`config.mk`:
```
export PLATFORM = sky130hd
export DESIGN_NAME = glosq_xcmp
export DESIGN_NICKNAME = d
export VERILOG_FILES = /design/src/design/grid_line_of_sight_query_defines.svh /design/src/design/glosq_pkg.sv /design/src/design/glosq_xcmp.sv
export SDC_FILE = /design/constraint.sdc
export NUM_CORES = 1
export LEC_CHECK = 0
export BUFFER_PORTS_ARGS = -buffer_cell sky130_fd_sc_hd__buf_4
export CAP_MARGIN = 10
export CORE_ASPECT_RATIO = 0.6
export CORE_MARGIN = 2
export CORE_UTILIZATION = 55
export DETAILED_ROUTE_END_ITERATION = 10
export PLACE_DENSITY = 0.77
export SYNTH_ARGS = -nofsm -noshare
export SYNTH_HDL_FRONTEND = slang
export SYNTH_SLANG_ARGS = --single-unit
```
`constraint.sdc`:
```
create_clock -name vclk -period 17.21
set_clock_uncertainty 0.1 [all_clocks]
set_input_delay 1.721 -clock vclk [all_inputs]
set_output_delay 1.721 -clock vclk [all_outputs]
set_load 0.1 [all_outputs]
```
`src/design/grid_line_of_sight_query_defines.svh`:
```
// Assertion helpers for the block's top-level module.
`ifndef GRID_LINE_OF_SIGHT_QUERY_DEFINES_SVH
`define GRID_LINE_OF_SIGHT_QUERY_DEFINES_SVH

// Check a condition at every clock edge out of reset.
`define GLOSQ_ASSERT(lbl, cond) \
	lbl: assert property (@(posedge clk) disable iff (!arst_n) (cond)) \
		else $error("glosq check failed");

// Check that a trigger is followed by a consequence in the next cycle.
`define GLOSQ_ASSERT_NEXT(lbl, pre, post) \
	lbl: assert property (@(posedge clk) disable iff (!arst_n) (pre) |=> (post)) \
		else $error("glosq sequence check failed");

`endif

```
`src/design/glosq_pkg.sv`:
```
`timescale 1ns / 1ps
`default_nettype none
package glosq_pkg;
	localparam int CW = 6;
	localparam int XW = 12;
	localparam int FW = 13;
	localparam int PW = 2 * FW;
	localparam int MAX_CELLS = 1 << CW;
	localparam int IT_W = 10;
	localparam int S_TDATA_W = 40;
	localparam int M_TDATA_W = 8;

	localparam logic CMD_WRITE = 1'b0;
	localparam logic CMD_QUERY = 1'b1;

	typedef logic signed [XW-1:0] coord_t;
	typedef logic signed [FW-1:0] form_t;
	typedef logic signed [PW-1:0] prod_t;

	typedef struct packed {
		coord_t a;
		coord_t b;
	} pair_t;

	typedef struct packed {
		logic en;
		coord_t x;
		coord_t y;
	} rd_req_t;

	typedef struct packed {
		logic en;
		logic [CW-1:0] x;
		logic [CW-1:0] y;
		logic data;
	} wr_req_t;

	typedef struct packed {
		logic gt;
		logic eq;
		logic lt;
	} cmp_res_t;
endpackage
`default_nettype wire

```
`src/design/glosq_xcmp.sv`:
```
`timescale 1ns / 1ps
`default_nettype none
module glosq_xcmp (
	input  glosq_pkg::pair_t    d,
	input  glosq_pkg::pair_t    s,
	input  logic                d_plus,
	output glosq_pkg::cmp_res_t res
);
	import glosq_pkg::*;

	form_t off;
	form_t da;
	form_t db;
	form_t sa;
	form_t sb;
	prod_t l;
	prod_t r;

	// compare (2d.a+off)(2s.b-1) against (2d.b+off)(2s.a-1)
	always_comb begin
		off = d_plus ? form_t'(1) : form_t'(-1);
		da = form_t'(d.a) * form_t'(2) + off;
		db = form_t'(d.b) * form_t'(2) + off;
		sa = form_t'(s.a) * form_t'(2) - form_t'(1);
		sb = form_t'(s.b) * form_t'(2) - form_t'(1);
		l = prod_t'(da) * prod_t'(sb);
		r = prod_t'(db) * prod_t'(sa);
		res.gt = l > r;
		res.eq = l == r;
		res.lt = l < r;
	end
endmodule
`default_nettype wire

```
; Word-level counts from Yosys, hierarchy flattened
; Index checks and enable logic that the tools add are counted.
[op_classes]
addsub = 4
n_mul = 2
order_cmp = 2
eq_ne = 1
muxes = 1
[op_table]
columns = op, n
row1 = multiplier 13 x 13 -> 26 bit, 2
row2 = adder 13 bit, 2
row3 = equality test 26 bit, 1
row4 = greater-than comparator 26 bit, 1
row5 = less-than comparator 26 bit, 1
row6 = subtractor 13 x 2 -> 13 bit (second input constant), 2
row7 = 2-to-1 mux 13 bit, 1
[totals]
reg_bits = 0
input_bits = 49
out_inout_bits = 3
word_cells = 10

; Longest topological paths before layout
[logic_depth]
depth_word = 4
ltp_mapped = 37
ltp_nobuf = 37

; Worst setup path before layout
; No wires, ideal clock.
[synth_timing]
path_kind = in2out
from = in d_plus
to = out res[0] (netlist bit)
t_arrival_ns = 11.190
t_required_ns = 15.389
setup_slack_ns = 4.199
stages = 33
n_path_buf = 1
cell_sequence = inv_1 -> ha_1 -> a21o_1 -> a21oi_1 -> o21a_1 -> nor2_1 -> a221o_1 -> xor2_1 -> inv_2 -> buf_2 -> nand2_1 -> fa_1 -> inv_1 -> ha_1 -> xnor2_1 -> fa_1 -> fa_1 -> fa_1 -> ha_1 -> ha_1 -> a21o_1 -> a21oi_1 -> nor3b_1 -> a2111oi_0 -> o211ai_1 -> ha_1 -> a21o_1 -> a21o_1 -> a21oi_1 -> a21oi_1 -> nor2_1 -> a41oi_1 -> o21ai_1
[synth_rtl]
columns = element, line
row1 = start: declaration, glosq_xcmp.sv:6  ; input logic d_plus,
row2 = end: declaration, glosq_xcmp.sv:7  ; output glosq_pkg::cmp_res_t res

==> metrics <==
row count 45; Initial Utilization 0.557; met2 WL 14700 um; GRT Overall Usage 0.274; Worst Hold End res[1]; DR WL/cell 18.0 um; sequential area share after synthesis 0; crit-path most repeated cell ha_1; Hold Vio Cnt, Final 0; commonest non-fill, non-tap cell in the layout fa_1; Port Buffer Count 52; commonest non-fill, non-tap cells in the layout fa_1, inv_1, nand2_1; CP Capture Type output pin; post-route minimum period 13.55 ns; critical path class in2out; pin count of the biggest net entering global routing 23; Worst Setup Start Kind input port; Vias per Instance 5.67; CP max stage cell a2111oi_0; Post-CTS Setup Inserts 0; final-stage net count 2169; num ports 52; final setup vio count 0; Syn-to-layout area delta 6.37%; DP Wirelength 30500 um; MaxCap Viol Count 0; Vias 11000; iteration count of the initial detailed-routing pass 5; Remaining DRCs 0; vias in the first global route 11300; status completed; initial DRC count 855; M1 wire length 15800 um; FF+latch count 0; Core Box Area 25100 sq um; Layout clock buffers 0; TNS Setup 0 ns; layout cells sized above 1 0.0665; crit-path max FO 22; post-cts sizing count 0; Die Footprint 26800 sq um; gp weighted congestion 0.971; Worst Hold Class in2out; Die W 210 um; Synthesized Nets 2119; hold path start s[0]; post-synth cell types 61; Least-Margin Pin Slew 1.27 ns; Top Layer Used met5; chip height 128 um; hold depth 10; crit path launch d_plus; Storage cell area 0 sq um; Syn Area/Cell 8.96 sq um; Tcrit/Tclk final 0.788; area of the mapped netlist 14000 sq um; gr ovfl total 0; routed length on met3 4160 um; Worst Path Arrival 11.73 ns; Routed WL 34900 um; Max Freq 73.8 MHz; Final Max Slew Viols 0; Gate Count Post-Synth 1561; Worst path max stage delay 0.70 ns; RSZ-0062 raised after global routing false; cts hold-fix bufs 0; relative slew slack 0.148; initial antenna violation count 2; YS warnings 0; WP data required 15.39 ns; post-route ant nets 0; global-route wire length before repair 58000 um
==> worst max-delay path: cells and delay by family <==
| kind | cells | cell delay, ns |
|---|---|---|
| buffers and inverters | 6 | 1.61 |
| AO/OA/AOI/OAI | 13 | 3.08 |
| adder cells (fa/ha/maj) | 9 | 3.42 |
| AND/OR/NAND/NOR | 5 | 0.75 |
| XOR/XNOR | 2 | 1.09 |
==> cells by family (layout without fill, tap and decap cells) <==
group / after synthesis / count (layout) / share of synthesized area
adders and majority gates: 509 / 509 / 0.628
xor gates and xnor gates: 87 / 87 / 0.0550
buffers and inverters: 335 / 383 / 0.0901
AOI/OAI and AO/OA: 163 / 163 / 0.0792
and+or+nand+nor: 465 / 465 / 0.146
other: 0 / 2 / 0
muxes: 2 / 2 / 0.00143
==> how the worst max path moves through the flow <==
| stage | end | slack (ns) | depth (start not counted) |
|---|---|---|---|
| after CTS | res[2] | 3.39 | 34 |
| final | res[2] | 3.66 | 35 |
| after detailed placement | res[2] | 3.41 | 34 |
| after global placement | res[2] | 3.75 | 34 |
| after floorplan | res[0] | 4.20 | 33 |
| after global routing | res[2] | 3.00 | 35 |
==> metrics by stage <==
step	setup WS, ns	hold WS [ns]	cell area (sq um)	utilization	instances
6_report	3.66	4.81	14900	0.592	1940
3_3_place_gp	3.75	4.79	14900	0.592	1936
2_1_floorplan	4.20	4.33	14000	-	1561
3_5_place_dp	3.41	4.77	14900	0.592	1936
4_1_cts	3.39	4.78	14900	0.592	1936
5_1_grt	3.00	4.90	14900	0.592	1938
==> final cells by class <==
type / instances / area, sq um
antenna: 2 / 5.00
fill: 2184 / 10200
inverter: 306 / 1150
multi-input combinational: 1226 / 12700
tap: 329 / 412
timing repair buffer: 77 / 578
==> metal layers <==
layer  GRT usage  up-vias
met5           0        -
met4      0.0284        2
li1            -     5004
met3      0.0715       33
met1       0.418     5457
met2       0.407      510
==> synthesized netlist by cell type, types with 7 or more instances <==
cell type	count	area share
nand4_1	8	0.0036
clkbuf_1	27	0.0072
o21a_1	12	0.0064
nand2_1	190	0.051
ha_1	187	0.17
nor2_1	155	0.042
o21ai_0	18	0.0064
fa_1	322	0.46
xnor2_1	52	0.033
nand3_1	13	0.0047
nand2b_1	7	0.0031
inv_2	20	0.0054
inv_1	283	0.076
nor2b_1	13	0.0058
a21o_1	21	0.011
xor2_1	34	0.021
a21oi_1	41	0.015
and2_1	20	0.0089
nor4_1	10	0.0045
o21ai_1	15	0.0054
nor3_1	14	0.0050
